<file path="config.mk">
export PLATFORM = sky130hd
export DESIGN_NAME = sis_back
export DESIGN_NICKNAME = d
export VERILOG_FILES = /design/src/sv/sis_pkg.sv /design/src/sv/sis_back.sv
export SDC_FILE = /design/constraint.sdc
export NUM_CORES = 1
export LEC_CHECK = 0
export BUFFER_PORTS_ARGS = -buffer_cell sky130_fd_sc_hd__buf_4
export CORE_MARGIN = 2
export CORE_UTILIZATION = 55
export DETAILED_ROUTE_END_ITERATION = 10
export MAX_ROUTING_LAYER = met4
export PLACE_DENSITY = 0.87
export REMOVE_ABC_BUFFERS = 1
export SYNTH_ARGS = -nofsm -noshare
export SYNTH_HDL_FRONTEND = slang
export SYNTH_SLANG_ARGS = --single-unit
</file>
<file path="constraint.sdc">
create_clock -name clock -period 8.8 [get_ports clock]
set_input_delay 1.76 -clock clock [delete_from_list [all_inputs] [get_ports clock]]
set_output_delay 1.76 -clock clock [all_outputs]
set_load 0.02 [all_outputs]
</file>
<file path="src/sv/sis_pkg.sv">
// Shared types, constants and state encodings of the interval schedule selector.
package sis_pkg;

   // Default depth of the activity store.
   localparam int MAX_ACTIVITIES_DEF = 64;

   // Most results that one set can produce.
   localparam int RESULT_LIMIT = 64;
   localparam int PICK_W       = $clog2(RESULT_LIMIT + 1);

   // Depth of the queue between the sorter and the selector (a power of two).
   localparam int QUEUE_DEPTH = 4;
   localparam int QPTR_W      = $clog2(QUEUE_DEPTH);

   // One stored activity.
   typedef struct packed {
      logic [15:0] start;
      logic [15:0] finish;
      logic [15:0] id;
   } act_type;

   // Input transaction payload.
   typedef struct packed {
      logic [15:0] start_time;
      logic [15:0] finish_time;
      logic [15:0] act_id;
      logic        set_end;
   } req_type;

   // Result transaction payload.
   typedef struct packed {
      logic [15:0] chosen_id;
      logic        final_pick;
      logic        overflowed;
   } rsp_type;

   // Sorted activity handed from the sorter to the selector.
   typedef struct packed {
      act_type act;
      logic    first;
      logic    last;
      logic    ovf;
   } entry_type;

   typedef enum logic {
      FRONT_LOAD,
      FRONT_DRAIN
   } front_state_type;

   typedef enum logic {
      BACK_SCAN,
      BACK_FLUSH
   } back_state_type;

endpackage

</file>
<file path="src/sv/sis_back.sv">
// Back end: greedy selection over the sorted stream and the result register.
module sis_back (
   input  logic               clock,
   input  logic               reset,
   input  logic               q_empty,
   input  sis_pkg::entry_type q_data,
   output logic               q_pop,
   output logic               rsp_empty,
   input  logic               rsp_pop,
   output sis_pkg::rsp_type   rsp_data
);
   import sis_pkg::*;

   back_state_type    state_ff, state_in;
   logic [15:0]       last_fin_ff, last_fin_in;
   logic [PICK_W-1:0] pick_cnt_ff, pick_cnt_in;
   logic [15:0]       pend_id_ff, pend_id_in;
   logic              pend_ovf_ff, pend_ovf_in;
   logic              rsp_valid_ff, rsp_valid_in;
   rsp_type           rsp_ff, rsp_in;
   logic              out_taken;
   logic              out_free;
   logic              has_pend;
   logic              sel;

   assign rsp_empty = !rsp_valid_ff;
   assign rsp_data  = rsp_ff;

   // The most recent pick is held back until it is known whether it ends the set.
   always_comb begin
      state_in     = state_ff;
      last_fin_in  = last_fin_ff;
      pick_cnt_in  = pick_cnt_ff;
      pend_id_in   = pend_id_ff;
      pend_ovf_in  = pend_ovf_ff;
      out_taken    = rsp_pop && rsp_valid_ff;
      out_free     = !rsp_valid_ff || out_taken;
      rsp_valid_in = rsp_valid_ff && !out_taken;
      rsp_in       = rsp_ff;
      q_pop        = 1'b0;
      has_pend     = (pick_cnt_ff != '0);
      sel          = (pick_cnt_ff != PICK_W'(RESULT_LIMIT)) &&
                     (q_data.first || (q_data.act.start >= last_fin_ff));
      unique case (state_ff)
         BACK_SCAN: begin
            if (!q_empty && !(sel && has_pend && !out_free)) begin
               q_pop = 1'b1;
               if (sel) begin
                  if (has_pend) begin
                     rsp_valid_in = 1'b1;
                     rsp_in = '{chosen_id: pend_id_ff, final_pick: 1'b0,
                                overflowed: pend_ovf_ff};
                  end
                  pend_id_in  = q_data.act.id;
                  pend_ovf_in = q_data.ovf;
                  last_fin_in = q_data.act.finish;
                  pick_cnt_in = pick_cnt_ff + PICK_W'(1);
               end
               if (q_data.last) begin
                  state_in = BACK_FLUSH;
               end
            end
         end
         BACK_FLUSH: begin
            if (out_free) begin
               rsp_valid_in = 1'b1;
               rsp_in = '{chosen_id: pend_id_ff, final_pick: 1'b1,
                          overflowed: pend_ovf_ff};
               pick_cnt_in = '0;
               state_in    = BACK_SCAN;
            end
         end
         default: begin
            state_in = BACK_SCAN;
         end
      endcase
   end

   // Control state.
   always_ff @(posedge clock) begin
      if (reset) begin
         state_ff     <= BACK_SCAN;
         last_fin_ff  <= '0;
         pick_cnt_ff  <= '0;
         rsp_valid_ff <= 1'b0;
      end else begin
         state_ff     <= state_in;
         last_fin_ff  <= last_fin_in;
         pick_cnt_ff  <= pick_cnt_in;
         rsp_valid_ff <= rsp_valid_in;
      end
   end

   // Payload registers.
   always_ff @(posedge clock) begin
      pend_id_ff  <= pend_id_in;
      pend_ovf_ff <= pend_ovf_in;
      rsp_ff      <= rsp_in;
   end

endmodule

</file>
# Yosys cells after proc, flatten, opt, wreduce, memory -nomap -nowiden
# Index checks and enable logic that the tools add are counted.
[op_classes]
reduce_logical = 17
mul = 0
div = 0
eq_ne = 5
addsub = 1
muxes = 20
n_lt_le_gt_ge = 1
n_bitwise = 1
shifts = 0
[op_table]
columns = ["operator", "count"]
rows = [
  ["18-bit 2-to-1 mux", 4],
  ["18-bit case mux with 2 select lines", 1],
  ["7-bit 2-to-1 mux", 3],
  ["16-bit >= comparator", 1],
  ["7-bit case mux with 2 select lines", 1],
  ["1-bit 2-to-1 mux", 9],
  ["7-bit by 1-bit adder with 7-bit output, second input constant", 1],
  ["7-bit inequality test, second input constant", 1],
  ["7-bit nonzero test", 1],
  ["1-bit logical AND", 6],
  ["2-bit inequality test, second input constant", 3],
  ["3-bit AND reduction", 2],
  ["1-bit logical NOT", 5],
  ["1-bit case mux with 2 select lines", 2],
  ["4-bit AND reduction", 1],
  ["1-bit logical OR", 2],
  ["2-bit by 1-bit inequality test with 1-bit output, second input constant", 1],
  ["1-bit NOT", 1],
]
[totals]
word_cells = 54
mem_bits_ro = 0
ram_bits = 0
inputBits = 55
ff_bits = 60
latchBits = 0
memories = 0

# Logic depth before layout (Yosys ltp)
[logic_depth]
word_depth = 9
mapped_depth = 9

# Worst setup path before layout
# No wires, ideal clock.
[synth_timing]
path_type = "in2out"
from = "input port q_data[35] in the netlist's numbering"
to = "output port q_pop"
path_buffers = 1
t_required_ps = 7040
arrival_ps = 3830
cell_stages = 8
slack_ps = 3210
cell_sequence = "inv_1 -> ha_1 -> nand2b_1 -> a2111o_1 -> a311oi_2 -> o21ai_2 -> clkbuf_1 -> a211oi_1"
[synth_between]
elab_chain_cells = 9
[synth_rtl]
columns = ["item", "line_no", "text"]
rows = [
  ["from (decl)", "sis_back.sv:6", "input sis_pkg::entry_type q_data,"],
  ["16-bit >= comparator", "sis_back.sv:43", "(q_data.first || (q_data.act.start >= last_fin_ff));"],
  ["1-bit logical OR", "sis_back.sv:43", ""],
  ["1-bit logical AND", "sis_back.sv:42", "sel = (pick_cnt_ff != PICK_W'(RESULT_LIMIT)) &&"],
  ["1-bit logical AND (2 in a row)", "sis_back.sv:46", "if (!q_empty && !(sel && has_pend && !out_free)) begin"],
  ["1-bit logical NOT", "sis_back.sv:46", ""],
  ["1-bit logical AND", "sis_back.sv:46", ""],
  ["1-bit 2-to-1 mux", "sis_back.sv:46", ""],
  ["1-bit 2-to-1 mux", "sis_back.sv:44", "unique case (state_ff)"],
  ["to (decl)", "sis_back.sv:7", "output logic q_pop,"],
]
# No other way between the ends.

# Final worst setup path
# Same ends and word-level chain as after synthesis.

==> flow_metrics.tcl <==
set metrics [dict create \
    critPathMaxStageDelay_ns 0.43 \
    finalCriticalPeriod_ns 5.34 \
    die_x_microns 73.4 \
    grt_overflow 0 \
    synth_edf_count 35 \
    path_class "input port to primary output" \
    die_area_sq_um 5390 \
    die_y_microns 73.4 \
    yosys_warnings 0 \
    cp_max_fo 2 \
    timing.fmax_ghz 0.187 \
    worst_pin_slew_ns 0.956 \
    ir_worst_vdd_mv 0.155 \
    synth_seq_cells 60 \
    cts_buffers 9 \
    vias 2059 \
    yosysSeqAreaShare 0.586 \
    fillers 333 \
    area_growth_pct 30.6 \
    grt_max_degree 32 \
    vias_per_cell 5.58 \
    clockBufferDepth 2 \
    postCtsSetupRepairBufs 0 \
    initial_core_util 0.565 \
    diodes 0 \
    place_ws_ns 3.47 \
    grt_pass1_vias 1871 \
    slew_violations 0 \
    crit_family "compound AO/OA/AOI/OAI gates" \
    finalSetupViolations 0 \
    end_kind "primary output" \
    regArea_sq_um 1550 \
    r2r_start "last_fin_ff[0]" \
    ctsHoldBuffers 0 \
    io-pin-count 75 \
    totalWireLength_microns 5460 \
    startpoint_type "input port" \
    syn-mean-instance-area_sq_um 11.3 \
    detail-route-antenna-nets 0 \
    clock-sinks 60 \
    drtIter0Drc 160 \
    fp-row-count 25 \
    multi_input_area_sq_um 978 \
    wl_met2_microns 2810 \
    cts_resized 0 \
    crit_cells 9 \
    crit_buf_inv 3 \
    rsz0062_at_grt "no" \
    h-tree-depth 3 \
    path_cells "buf_4, inv_1, ha_1, nand2b_1, a2111o_1, a311oi_2, o21ai_2, a211oi_1, buf_4" \
    async_reset_ff_frac 0 \
    grtUsageTotal 0.223 \
    setup.worst_path.end "q_pop" \
    rrSetupSlack_ns 5.78 \
    drc_errors 0 \
    grt_pass1_wl_microns 8580 \
    whs_ns 0.420 \
    hold_violations 0 \
    holdCritPathClass "register to register" \
    dr.max_layer_used "met4" \
    synth_ff_type "edfxtp_1" \
    grt_antenna_before_repair 0 \
    rr_worst_depth 7 \
    clock_skew_ns 0.00663 \
    gp_congestion 0.826 \
    layout_commonest_cell "buf_4" \
    syn_inst 234 \
    cts.root.buffer_cell "clkbuf_8" \
    core_area_sq_um 4690 \
    cp_slowest_cell "a2111o_1" \
    leakagePower_uw 0.00138 \
    port_buffers 74 \
    syn_area_sq_um 2650 \
    wl_per_cell_microns 14.8 \
    cpMostUsedCell "buf_4" \
    firstDrtPassIters 4 \
    clkSlewWorstSetupHoldPaths_ns 0.06 \
    rr_endpoint "pend_id_ff[9]" \
    layout_setup_ws_ns 3.46 \
    cts_tree "built" \
    met3_wirelength_microns 284 \
    drt-met1-wl_microns 2220 \
    layout-drive-gt1-share 0.302 \
    powerDensity_nw_per_um2 202 \
    worst_ep_required_time_ns 7.04 \
    maxCapViolations 0 \
    layout_worst_path_cycle_share 0.607 \
    ys_types 34 \
    critPathLaunch "q_data[35]" \
    arrival_ns 3.58 \
    run_status "finished, final reports clean" \
    setup_tns_ns 0 \
    final_nets 384 \
    clkLatencyLatePin_ns 0.34 \
    final_cell_mix "buf_4 (77), edfxtp_1 (35), nand3_1 (26), dfxtp_1 (25), a21oi_1 (24)" \
    max-slew-margin-rel 0.363 \
    hpwl_microns 3720 \
]
synth_stat cells, types with 4 or more instances:
cell	instances	area, sq um
edfxtp_1	35	1050
nand3_1	26	130
a21oi_1	25	125
dfxtp_1	25	500
inv_1	21	78.8
ha_1	18	225
o21ai_0	15	75.1
clkbuf_1	9	33.8
nand2_1	7	26.3
nor2_1	5	18.8
o211ai_1	5	37.5
o21ai_1	5	25.0
nand2b_1	4	25.0
nor3_1	4	20.0
nor4b_1	4	35.0
flip-flops by register name (all words and copies together) (netlist names):
name,cells
pick_cnt_ff,7
state_ff,1
last_fin_ff,16
pend_id_ff,16
rsp_data,18
pend_ovf_ff,1
rsp_valid_ff,1
power by group:
| part | switching [uW] | internal [uW] |
|---|---|---|
| Clock | 103 | 155 |
| Sequential | 7.80 | 324 |
| Combinational | 61.6 | 46.3 |
cells by family (layout without fill, tap and decap cells):
logic type | Yosys count | count (layout) | share of synthesized area
flops | 60 | 60 | 0.586
buf+inv | 32 | 113 | 0.0463
simple gates | 59 | 59 | 0.125
fa+ha+maj | 18 | 18 | 0.0850
compound gates | 65 | 65 | 0.158
metrics by stage:
step	area (sq um)	power, uW	utilization	cells
2_1_floorplan	2610	394	-	223
3_3_place_gp	3250	441	0.694	354
3_5_place_dp	3250	446	0.694	354
4_1_cts	3460	701	0.737	369
5_1_grt	3460	728	0.737	369
6_report	3460	698	0.737	369
worst min-delay path by stage:
stage,from,cells after the start,slack [ns],end
after floorplan,pend_ovf_ff,0,0.40,rsp_data[0]
after global placement,pend_id_ff[6],0,0.40,rsp_data[8]
after detailed placement,pend_id_ff[4],0,0.40,rsp_data[6]
after CTS,pend_ovf_ff,0,0.42,rsp_data[0]
after global routing,pend_id_ff[4],0,0.42,rsp_data[6]
final,pend_id_ff[1],0,0.42,rsp_data[3]
cell type report:
| class | instances | share of cell area |
|---|---|---|
| Sequential cell | 60 | 0.449 |
| Tap cell | 54 | 0.0195 |
| Clock buffer | 9 | 0.0358 |
| Timing Repair Buffer | 77 | 0.167 |
| Multi-Input combinational cell | 142 | 0.283 |
| Clock inverter | 6 | 0.0232 |
| Inverter | 21 | 0.0228 |
routing by layer:
| metal | vias to the layer above | track usage |
|---|---|---|
| met1 | 955 | 0.269 |
| met4 | 0 | 0.133 |
| met3 | 12 | 0.0521 |
| met5 | - | - |
| li1 | 1023 | - |
| met2 | 69 | 0.341 |
No activity file was read; power rests on OpenSTA's default activity.
