**config.mk**
```make
export PLATFORM = sky130hd
export DESIGN_NAME = sis_queue
export DESIGN_NICKNAME = d
export VERILOG_FILES = /design/src/sv/sis_pkg.sv /design/src/sv/sis_queue.sv
export SDC_FILE = /design/constraint.sdc
export NUM_CORES = 1
export LEC_CHECK = 0
export BUFFER_PORTS_ARGS = -buffer_cell sky130_fd_sc_hd__buf_2
export CAP_MARGIN = 10
export CORE_ASPECT_RATIO = 2
export CORE_UTILIZATION = 60
export DETAILED_ROUTE_END_ITERATION = 10
export PLACE_DENSITY = 0.86
export SLEW_MARGIN = 30
export SYNTH_ARGS = -nofsm -noshare
export SYNTH_HDL_FRONTEND = slang
export SYNTH_SLANG_ARGS = --single-unit
```
**constraint.sdc**
```tcl
create_clock -name clock -period 4 [get_ports clock]
set_input_delay 0.4 -clock clock [delete_from_list [all_inputs] [get_ports clock]]
set_output_delay 0.4 -clock clock [all_outputs]
set_load 0.01 [all_outputs]
```
**src/sv/sis_pkg.sv**
```systemverilog
// Shared types, constants and state encodings of the interval schedule selector.
package sis_pkg;

   // Default depth of the activity store.
   localparam int MAX_ACTIVITIES_DEF = 64;

   // Most results that one set can produce.
   localparam int RESULT_LIMIT = 64;
   localparam int PICK_W       = $clog2(RESULT_LIMIT + 1);

   // Depth of the queue between the sorter and the selector (a power of two).
   localparam int QUEUE_DEPTH = 4;
   localparam int QPTR_W      = $clog2(QUEUE_DEPTH);

   // One stored activity.
   typedef struct packed {
      logic [15:0] start;
      logic [15:0] finish;
      logic [15:0] id;
   } act_type;

   // Input transaction payload.
   typedef struct packed {
      logic [15:0] start_time;
      logic [15:0] finish_time;
      logic [15:0] act_id;
      logic        set_end;
   } req_type;

   // Result transaction payload.
   typedef struct packed {
      logic [15:0] chosen_id;
      logic        final_pick;
      logic        overflowed;
   } rsp_type;

   // Sorted activity handed from the sorter to the selector.
   typedef struct packed {
      act_type act;
      logic    first;
      logic    last;
      logic    ovf;
   } entry_type;

   typedef enum logic {
      FRONT_LOAD,
      FRONT_DRAIN
   } front_state_type;

   typedef enum logic {
      BACK_SCAN,
      BACK_FLUSH
   } back_state_type;

endpackage

```
**src/sv/sis_queue.sv**
```systemverilog
// Short queue of sorted activities between the sorter and the selector.
module sis_queue (
   input  logic               clock,
   input  logic               reset,
   input  logic               in_push,
   input  sis_pkg::entry_type in_data,
   output logic               in_full,
   input  logic               out_pop,
   output sis_pkg::entry_type out_data,
   output logic               out_empty
);
   import sis_pkg::*;

   entry_type         mem_ff [QUEUE_DEPTH];
   logic [QPTR_W-1:0] wr_ptr_ff, wr_ptr_in;
   logic [QPTR_W-1:0] rd_ptr_ff, rd_ptr_in;
   logic [QPTR_W:0]   cnt_ff, cnt_in;
   logic              do_push;
   logic              do_pop;

   // Occupancy and pointer updates.
   always_comb begin
      in_full   = (cnt_ff == (QPTR_W + 1)'(QUEUE_DEPTH));
      out_empty = (cnt_ff == '0);
      do_push   = in_push && !in_full;
      do_pop    = out_pop && !out_empty;
      wr_ptr_in = do_push ? wr_ptr_ff + QPTR_W'(1) : wr_ptr_ff;
      rd_ptr_in = do_pop  ? rd_ptr_ff + QPTR_W'(1) : rd_ptr_ff;
      cnt_in    = cnt_ff + (QPTR_W + 1)'(do_push) - (QPTR_W + 1)'(do_pop);
      out_data  = mem_ff[rd_ptr_ff];
   end

   always_ff @(posedge clock) begin
      if (reset) begin
         wr_ptr_ff <= '0;
         rd_ptr_ff <= '0;
         cnt_ff    <= '0;
      end else begin
         wr_ptr_ff <= wr_ptr_in;
         rd_ptr_ff <= rd_ptr_in;
         cnt_ff    <= cnt_in;
      end
   end

   // Storage is written in place and needs no reset.
   always_ff @(posedge clock) begin
      if (do_push) begin
         mem_ff[wr_ptr_ff] <= in_data;
      end
   end

endmodule

```
# Word level (Yosys, flattened, before mapping)
# Memories as Yosys holds them, arrays and structs flattened. A register that Yosys moved wholly into a read port is not among the register bits.
# Cells that the tools add are included.
# op_classes
bitwise	0
n_eq_ne	1
shifts	0
n_mul	0
n_div	0
add_sub_neg	4
mux	4
n_reduce_logical	5
magnitude_cmp	0
# ops
op	n
adder 2 x 1 -> 2 bit (second input constant)	2
2-to-1 mux 2 bit	2
adder 3 x 1 -> 3 bit	1
== test 3 bit (second input constant)	1
zero test 3 bit	1
subtractor 3 x 1 -> 3 bit	1
logical AND 1 bit	2
zero test 1 bit	2
2-to-1 mux 1 bit	2
# totals
mem_bits_rw	204
reg_bits	7
latchBits	0
input_bits	55
rom_bits	0
wordCells	18
memories	1
output_inout_bits	53
# memory_table
memory	depth	width	read_ports	rd_ports_with_merged_regs	wr	line	text
mem_ff	4	51	1	1	1	sis_queue.sv:14	entry_type mem_ff [QUEUE_DEPTH];

# Depth between registers and ports, before layout
# Gate-level depths: netlist of the first run.
# depth
word_depth	5
depth_mapped	10
mapped_depth_nobuf	10

# Worst setup path before layout of the first run
# OpenSTA, ideal clock, no wires.
# synth_timing
kind	register -> register
startpoint	register cnt_ff[2]
endpoint	memory mem_ff[0][0] (netlist bit) (enable)
t_required_ns	3.586
period_less_slack_ns	2.442
path_slack_ns	1.558
path_buffers	0
stages_incl_launch_ff	4
setup_ns	0.414
t_arrival_ns	2.028
path_cell_list	dfxtp_1 -> nor3b_2 -> nor2_1 -> and2_1
# synth_via
elab_chain_len	5
# synth_rtl
element	line	text
from (decl)	sis_queue.sv:17	logic [QPTR_W:0] cnt_ff, cnt_in;
from (signal assigned)	sis_queue.sv:41	cnt_ff <= cnt_in;
== test 3 bit	sis_queue.sv:23	in_full = (cnt_ff == (QPTR_W + 1)'(QUEUE_DEPTH));
via in_full	sis_queue.sv:7	output logic in_full,
zero test 1 bit	sis_queue.sv:25	do_push = in_push && !in_full;
logical AND 1 bit	sis_queue.sv:25	
2-to-1 mux 1 bit	sis_queue.sv:47	if (do_push) begin
2-to-1 mux 1 bit (implied by the code)	sis_queue.sv:48	mem_ff[wr_ptr_ff] <= in_data;
to (decl)	sis_queue.sv:14	
# The timed path passes the listed nets, and every way through them passes these cells.

==> results of run 1 <==
-- sequential cells by signal, indices dropped and copies added (netlist names), named ones only --
name       cells
mem_ff       204
cnt_ff         3
rd_ptr_ff      2
wr_ptr_ff      2
-- per-layer routing --
| metal | track usage [%] | up-vias | part of all wire [%] |
|---|---|---|---|
| met2 | 35.77 | 99 | 56 |
| li1 | - | 1579 | - |
| met1 | 23.00 | 1813 | 36 |
| met4 | 7.445 | 0 | 2.5 |
| met3 | 3.518 | 19 | 4.9 |
| met5 | 0 | - | 0 |
-- final cells by class --
type	count	share of cell area [%]
antenna	2	0.05467
clock buffer	27	5.740
clock inverter	4	0.5467
inverter	8	0.3280
multi-input combinational	84	15.57
sequential	213	68.96
tap	152	2.077
timing repair buffer	115	6.724
-- worst paths after layout --
kind | from | endpoint | slack [ps]
worst min register to register | rd_ptr_ff[1]$_SDFFE_PP0P_ | flop | 490
worst min-delay path | in_data[12] | mem_ff[0][12]$_DFFE_PP_ | 140
worst max register to register | cnt_ff[1]$_SDFF_PP0_ | mem_ff[0][28]$_DFFE_PP_ | 1690
worst max-delay path | flop | out_data[22] | 1460
-- through the flow --
stage,instances,utilization (%)
global placement,571,66.14
CTS,603,70.83
global route,604,70.85
finish,605,70.87
detailed placement,572,66.37
floorplan,318,-
-- power groups by stage --
stage | clock network (mW) | logic (mW) | registers, mW
finish | 1.69 | 1.18 | 2.83
global route | 1.79 | 1.27 | 2.86
CTS | 1.72 | 1.21 | 2.84
detailed placement | 0 | 1.20 | 2.89
global placement | 0 | 1.07 | 2.94
floorplan | 0 | 0.935 | 2.78
-- cells in the final DEF (no fill, tap or decap), types with 4 or more instances in the layout --
master     instances
buf_4              7
clkbuf_16         19
clkbuf_1           6
ha_1               6
dfxtp_1            7
inv_1              8
edfxtp_1         204
nor2_1             4
mux4_2            50
buf_2            107
and2_2             4
-- logic make-up (layout without fill, tap and decap cells) --
kind of cell | Yosys count | after routing | synth area share, %
compound gates | 5 | 5 | 0.4118
xor+xnor | 3 | 3 | 0.3327
fa+ha+maj | 7 | 7 | 1.204
buf+inv | 21 | 154 | 2.201
flops | 213 | 213 | 79.82
mux | 52 | 52 | 14.71
other cells | 0 | 2 | 0
simple gates | 17 | 17 | 1.314
-- critical path, stage by stage, from the launching register on --
cell	delay, ps
dfxtp_4	630
buf_16	300
mux4_2	550
buf_2	170
==> impl_metrics.csv, run 1 <==
group,metric,value,unit
clock_network,cts.sinks,213,
clock_network,clk_pin_slew_worst_paths,60,ps
yosys,synth.area.top_cells,"edfxtp_1 (78%), mux4_2 (14%), dfxtp_1 (2.3%), buf_12 (1.3%), ha_1 (0.95%)",
clock_network,htree_levels,1,
worst_setup_path,critical_path_class,"reg2out",
yosys,synth_flop_cell,"edfxtp_1",
yosys,synth.avg_cell_area,24.84,µm²
yosys,synth_edf_count,204,
detailed_routing,antenna_left,0,
yosys,ys_seq_elements,213,
floorplan,die_h,164.3,µm
yosys,syn_area,0.007900,mm²
floorplan,ios,108,
yosys,syn_nets,380,
power_and_ir_drop,swShare,24.91,%
clock_network,cts_resized,0,
final_layout,seqCellArea,0.006314,mm²
yosys,ys_seq_area_share,79.82,%
timing,clock_skew,5.590,ps
timing,tightest_slew,859.8,ps
clock_network,cts_hold_buf,0,
final_layout,multi_input_comb_area,0.001425,mm²
timing,post-route-period-util,63.49,%
clock_network,postCtsSetupBuffers,0,
power_and_ir_drop,pwr-share-clk,29.6,%
global_route,overflow,0,
detailed_routing,wl_per_cell,21.64,µm
timing,period_needed,2540,ps
global_route,grt_pass1_wl,19740,µm
floorplan,die_area,0.01366,mm²
yosys,yosysMostFrequentCell,"edfxtp_1",
timing,setup_slack,1460,ps
clock_network,clock_latency,470,ps
timing,hold_violations,0,
power_and_ir_drop,leakagePower,3.115,nW
floorplan,core_area,0.01292,mm²
floorplan,die_w,83.14,µm
timing,relSlewSlack,42.68,%
final_layout,fin_nets,502,
timing,setup_viol,0,
yosys,synth_largest_area_cell,"edfxtp_1",
detailed_routing,drt-pass1-iter-count,4,
power_and_ir_drop,combinationalPowerShare,20.7,%
yosys,syn_inst,318,
floorplan,rows,59,
detailed_routing,vias,3510,
timing,slew_violations,0,
flow_run,drv_cap,0,
worst_setup_path,rr_worst_depth,4,
detailed_routing,drc_errors,0,
floorplan,start_util,61.15,%
run_status,outcome,"finished clean",
final_layout,nFillCells,743,
global_route,antenna_found_initial,2,
placed_design,placed_area,0.008574,mm²
yosys,async_reset_ff_share,0,%
worst_setup_path,timing.critical_path.fanout_max,31,
global_route,grt_pass1_vias,3660,
global_route,grt.total_usage,19.58,%
power_and_ir_drop,vdd_drop_max,0.5269,mV
power_and_ir_drop,power_density,622.4,mW/mm²
power_and_ir_drop,finalPower,5.698,mW
detailed_routing,vias_per_cell,5.802,
placed_design,hpwl,8293,µm
clock_network,clockBufferDepth,3,
detailed_routing,totalWireLength,13090,µm
clock_network,numCtsBuffers,18,
worst_setup_path,end_kind,"output port",
hold_path,hold_path_depth,1,
detailed_routing,drtIter0Drc,192,
worst_setup_path,worst_ep_required_time,3600,ps
placed_design,gp_congestion,0.7566,
global_route,grt_max_degree,52,
worst_setup_path,crit_path_start_kind,"flop",
timing,hold_ws,144.1,ps
worst_setup_path,crit_arrival,2140,ps
yosys,synth_top_cell_area_share,77.54,%
final_layout,drive_gt1_share,43.90,%
power_and_ir_drop,intPower,4.279,mW
hold_path,hp-class,"in2reg",
yosys,synthTopCellsByCount,"edfxtp_1 (204), mux4_2 (50), dfxtp_1 (9)",
power_and_ir_drop,switchingPower,1.419,mW
timing,rsz0062_at_grt,"false",
final_layout,fin_area,0.009155,mm²
placed_design,port_buffers,107,
power_and_ir_drop,p_seq_share,49.7,%
final_layout,syn2layout_area_growth,15.89,%
yosys,synth-warning-count,0,
placed_design,place_ws,1632,ps
clock_network,cts_root_buffer,"clkbuf_16",
yosys,synth_cell_types,26,
timing,fmax,393.8,MHz
clock_network,cts_tree,"done",
timing,finalSetupTns,0,ps
Note: power is estimated with default switching activity, not from simulation.
==> inputs of run 2 (changes only) <==
- CORE_UTILIZATION: 60 -> 57
- PLACE_DENSITY: 0.86 -> 0.82
- clock period: 4 -> 2.5 ns (I/O delays scaled with it)
==> run 2 against run 1 <==
Compared with the run above:
- largest cell class unchanged
- critical path depth did not move
- final area rose by 5.5%
- global-route usage rose by 0.82 points
- sequential cell count did not move
- setup slack got worse by 1300 ps
- clock skew rose by 2.0 ps
- utilization rose by 0.60 points
- largest power group unchanged
==> impl_metrics.csv, run 2 (synthesis results as in run 1) <==
group,metric,value,unit
run_status,outcome,"finished clean",
placed_design,gp_congestion,0.7115,
detailed_routing,vias,3706,
worst_setup_path,cp_slowest_stage_delay,620,ps
worst_setup_path,crit_path_start_kind,"flop",
detailed_routing,antenna_left,0,
timing,rsz0062_at_grt,"false",
clock_network,cts_tree,"done",
timing,finalSetupTns,0,ps
detailed_routing,drtIter0Drc,130,
floorplan,die_area,0.01436,mm²
final_layout,syn2layout_area_growth,22.24,%
flow_run,drv_cap,0,
detailed_routing,vias_per_cell,5.641,
clock_network,cts.sinks,213,
power_and_ir_drop,power_density,958.2,mW/mm²
final_layout,nFillCells,824,
floorplan,start_util,58.46,%
global_route,grt_pass1_wl,21520,µm
timing,slew_violations,0,
placed_design,port_buffers,107,
global_route,antenna_found_initial,1,
final_layout,drive_gt1_share,40.00,%
placed_design,place_ws,275.6,ps
worst_setup_path,worst_ep_required_time,2250,ps
worst_setup_path,crit_arrival,2070,ps
global_route,grt.total_usage,20.40,%
floorplan,die_h,168.5,µm
final_layout,largest_reg_flops,204,
global_route,overflow,0,
detailed_routing,totalWireLength,13940,µm
clock_network,cts_root_buffer,"clkbuf_16",
timing,hold_violations,0,
final_layout,regMostFlops,"mem_ff",
clock_network,numCtsBuffers,18,
timing,clock_skew,7.571,ps
final_layout,layout_common_cells,"edfxtp_1 (204), buf_2 (107), mux4_2 (50)",
floorplan,core_area,0.01351,mm²
global_route,grt_pass1_vias,4064,
floorplan,die_w,85.25,µm
timing,relSlewSlack,68.31,%
floorplan,ios,108,
clock_network,clock_latency,470,ps
worst_setup_path,end_kind,"output port",
final_layout,multi_input_comb_area,0.001425,mm²
clock_network,clk_pin_slew_worst_paths,60,ps
power_and_ir_drop,vdd_drop_max,0.6984,mV
timing,setup_slack,182.5,ps
timing,tightest_slew,475.3,ps
timing,fmax,431.5,MHz
detailed_routing,wl_per_cell,21.22,µm
timing,post-route-period-util,92.70,%
worst_setup_path,rrSetupSlack,280,ps
placed_design,placed_area,0.008623,mm²
worst_setup_path,cp_cell_sequence,"buf_12 > mux4_2 > buf_2",
final_layout,seqCellArea,0.006311,mm²
detailed_routing,drt-pass1-iter-count,4,
placed_design,hpwl,8468,µm
hold_path,hp-class,"in2reg",
worst_setup_path,slowest_stage,"dfxtp_4",
worst_setup_path,timing.critical_path.fanout_max,20,
final_layout,top_regs,"mem_ff x204, cnt_ff x3",
worst_setup_path,critical_path_class,"reg2out",
final_layout,fin_nets,551,
clock_network,htree_levels,1,
timing,period_needed,2318,ps
detailed_routing,drc_errors,0,
clock_network,clockBufferDepth,3,
timing,setup_viol,0,
clock_network,postCtsSetupBuffers,0,
final_layout,final_common_cell,"edfxtp_1",
floorplan,rows,60,
power_and_ir_drop,leakagePower,3.323,nW
global_route,grt_max_degree,52,
final_layout,fin_area,0.009657,mm²
[run 2: repair_timing]
| action | CTS | global route |
|---|---|---|
| hold buffers | 42 | 3 |
| gates resized for setup | 0 | 0 |
| endpoints found under the hold margin | 164 | 12 |
[run 2: layout make-up]
class                           count  share of cell area [%]
Sequential cell                   213                   65.35
Multi-Input combinational cell     84                   14.76
Antenna cell                        2                 0.05183
Clock inverter                      7                  0.8681
Tap cell                          155                   2.008
Clock buffer                       24                   5.118
Inverter                            8                  0.3110
Timing Repair Buffer              164                   11.53
[run 2: metrics by stage]
| stage | util [%] | instances | total power [mW] | hold WS (ps) |
|---|---|---|---|---|
| CTS | 71.20 | 652 | 9.353 | 2.267 |
| detailed placement | 63.81 | 579 | 6.594 | 467.1 |
| global route | 71.44 | 656 | 9.613 | 0.9650 |
| floorplan | - | 318 | 5.941 | 348.9 |
| finish | 71.46 | 657 | 9.253 | 10.38 |
| global placement | 63.81 | 579 | 6.516 | 458.4 |
[run 2: path summary, 6_finish.rpt]
| path | start | to | cells after the start |
|---|---|---|---|
| setup / recovery | flop | out_data[37] | 3 |
| hold / removal | in_data[49] | mem_ff[1][49]$_DFFE_PP_ | 1 |
| setup reg to reg | cnt_ff[1]$_SDFF_PP0_ | cnt_ff[2]$_SDFF_PP0_ | 9 |
| hold reg to reg | rd_ptr_ff[1]$_SDFFE_PP0P_ | flop | 2 |
[run 2: routing by layer]
metal / wire length (µm) / track usage, %
met1: 4953 / 23.13
met2: 8073 / 38.18
met3: 573 / 2.779
met4: 340 / 8.254
met5: 0 / 0
[run 2: worst max-delay path, delay by kind of cell (launching register included)]
kind | cells | cell delay [ps]
buf+inv | 2 | 410
flops | 1 | 620
mux | 1 | 550
[run 2: power by group]
group,internal [mW],switching [mW]
Combinational,1.07,0.983
Clock,1.60,1.13
Sequential,4.29,0.185
Total,6.96,2.30
==> inputs of run 3 (changes only) <==
==> constraint.sdc (replaced) <==
create_clock -name clock -period 2.5 [get_ports clock]
set_input_delay 0.5 -clock clock [delete_from_list [all_inputs] [get_ports clock]]
set_output_delay 0.5 -clock clock [all_outputs]
set_load 0.01 [all_outputs]
==> run 3 against run 2 <==
Compared with the run above:
- final cell count fell by 5.9%
- sequential share of layout area rose by 3.0 points
- clock-buffer cell count fell by 2
- via count fell by 4.8%
- power barely moved
- first-iteration DRC count rose by 42%
- maximum frequency fell by 4.2%
- global-route usage fell by 1.2 points
==> impl_metrics.csv, run 3 (synthesis results as in run 1) <==
group,metric,value,unit
run_status,outcome,"finished clean",
final_layout,fin_nets,510,
placed_design,gp_congestion,0.7119,
clock_network,cts_hold_buf,0,
worst_setup_path,timing.critical_path.fanout_max,17,
detailed_routing,drt-pass1-iter-count,4,
floorplan,core_area,0.01351,mm²
clock_network,cts_resized,0,
power_and_ir_drop,power_density,1001,mW/mm²
placed_design,dp.cells,583,
flow_run,drv_cap,0,
global_route,grt_pass1_wl,20350,µm
detailed_routing,drtIter0Drc,184,
placed_design,port_buffers,107,
final_layout,finish.utilization,68.37,%
hold_path,holdCritStartpoint,"in_data[44]",
timing,slew_violations,0,
final_layout,nFillCells,858,
clock_network,htree_levels,1,
clock_network,clock_latency,480,ps
timing,post-route-period-util,96.76,%
placed_design,placed_area,0.008628,mm²
timing,finalSetupTns,0,ps
final_layout,layout_common_cells,"edfxtp_1 (204), buf_2 (107), mux4_2 (50)",
clock_network,numCtsBuffers,18,
final_layout,fin_area,0.009239,mm²
global_route,grt_max_degree,35,
placed_design,hpwl,8561,µm
global_route,grt.total_usage,19.19,%
floorplan,rows,60,
clock_network,clockBufferDepth,3,
worst_setup_path,critical_path_class,"reg2out",
power_and_ir_drop,finalPower,9.251,mW
detailed_routing,totalWireLength,13190,µm
worst_setup_path,end_kind,"output port",
detailed_routing,antenna_left,0,
placed_design,place_ws,307.7,ps
timing,setup_viol,0,
hold_path,hp-class,"in2reg",
final_layout,drive_gt1_share,45.65,%
power_and_ir_drop,leakagePower,3.163,nW
worst_setup_path,crit_path_start_kind,"flop",
clock_network,cts_tree,"done",
worst_setup_path,worst_ep_required_time,2000,ps
final_layout,top_regs,"mem_ff x204, cnt_ff x3",
detailed_routing,wl_per_cell,21.33,µm
final_layout,regMostFlops,"mem_ff",
detailed_routing,vias_per_cell,5.709,
detailed_routing,drc_errors,0,
timing,fmax,413.4,MHz
final_layout,stdcell_count,618,
final_layout,syn2layout_area_growth,16.95,%
timing,setup_slack,81.12,ps
global_route,antenna_found_initial,3,
timing,relSlewSlack,68.95,%
floorplan,ios,108,
clock_network,cts.sinks,213,
timing,hold_ws,231.4,ps
global_route,grt_pass1_vias,3766,
clock_network,postCtsSetupBuffers,0,
floorplan,start_util,58.46,%
global_route,use_met2,34.89,%
timing,tightest_slew,465.8,ps
floorplan,die_area,0.01436,mm²
timing,rsz0062_at_grt,"false",
floorplan,die_w,85.25,µm
detailed_routing,vias,3528,
global_route,use_met1,22.25,%
final_layout,largest_reg_flops,204,
global_route,grt.busiest_layer,"met2",
worst_setup_path,crit_arrival,1920,ps
floorplan,die_h,168.5,µm
timing,clock_skew,7.489,ps
timing,hold_violations,0,
worst_setup_path,rr_startpoint,"cnt_ff[1]$_SDFF_PP0_",
power_and_ir_drop,vdd_drop_max,0.6955,mV
global_route,overflow,0,
clock_network,clk_pin_slew_worst_paths,70,ps
timing,period_needed,2419,ps
global_route,gr-usage-met3,2.779,%
final_layout,final_common_cell,"edfxtp_1",
clock_network,cts_root_buffer,"clkbuf_16",
run 3: changes by cell type in the layout (fill, tap and decap cells not counted), sizes merged:
cell         before  now
buf             119  123
dlygate4sd3      45    0
clkinv            5    4
inv               8   10
clkinvlp          0    2
diode             2    3
clkbuf           24   22
run 3: power breakdown:
group,total (mW),switching (mW),leakage (nW),internal [mW]
Combinational,2.04,1.04,0.928,1.01
Clock,2.81,1.19,0.292,1.62
Sequential,4.40,0.107,1.94,4.29
Total,9.25,2.34,3.16,6.92
run 3: worst paths after layout:
path | endpoint | slack [ps] | cells past startpoint
setup / recovery | out_data[36] | 80 | 3
hold / removal | mem_ff[0][44]$_DFFE_PP_ | 230 | 1
setup reg to reg | cnt_ff[2]$_SDFF_PP0_ | 360 | 9
hold reg to reg | flop | 490 | 2
run 3: metal layers:
layer,up-vias,wire length (µm)
met4,0,512
met3,33,491
met2,90,7323
met5,-,0
li1,1589,-
met1,1816,4857
run 3: final cells by class:
cell class	instances	area (µm²)	area share, %
repair buffers	123	668.1	7.232
clock inverters	10	116.4	1.259
flip-flops and latches	213	6311	68.31
well taps	155	193.9	2.099
multi-input cells	84	1425	15.43
diodes	3	7.507	0.08126
clock buffers	22	486.7	5.268
inverters	8	30.03	0.3250
run 3: critical path: stages, from the launching register on:
cell and delay [ps]:
dfxtp_4 360, buf_4 320, mux4_2 600, buf_2 170
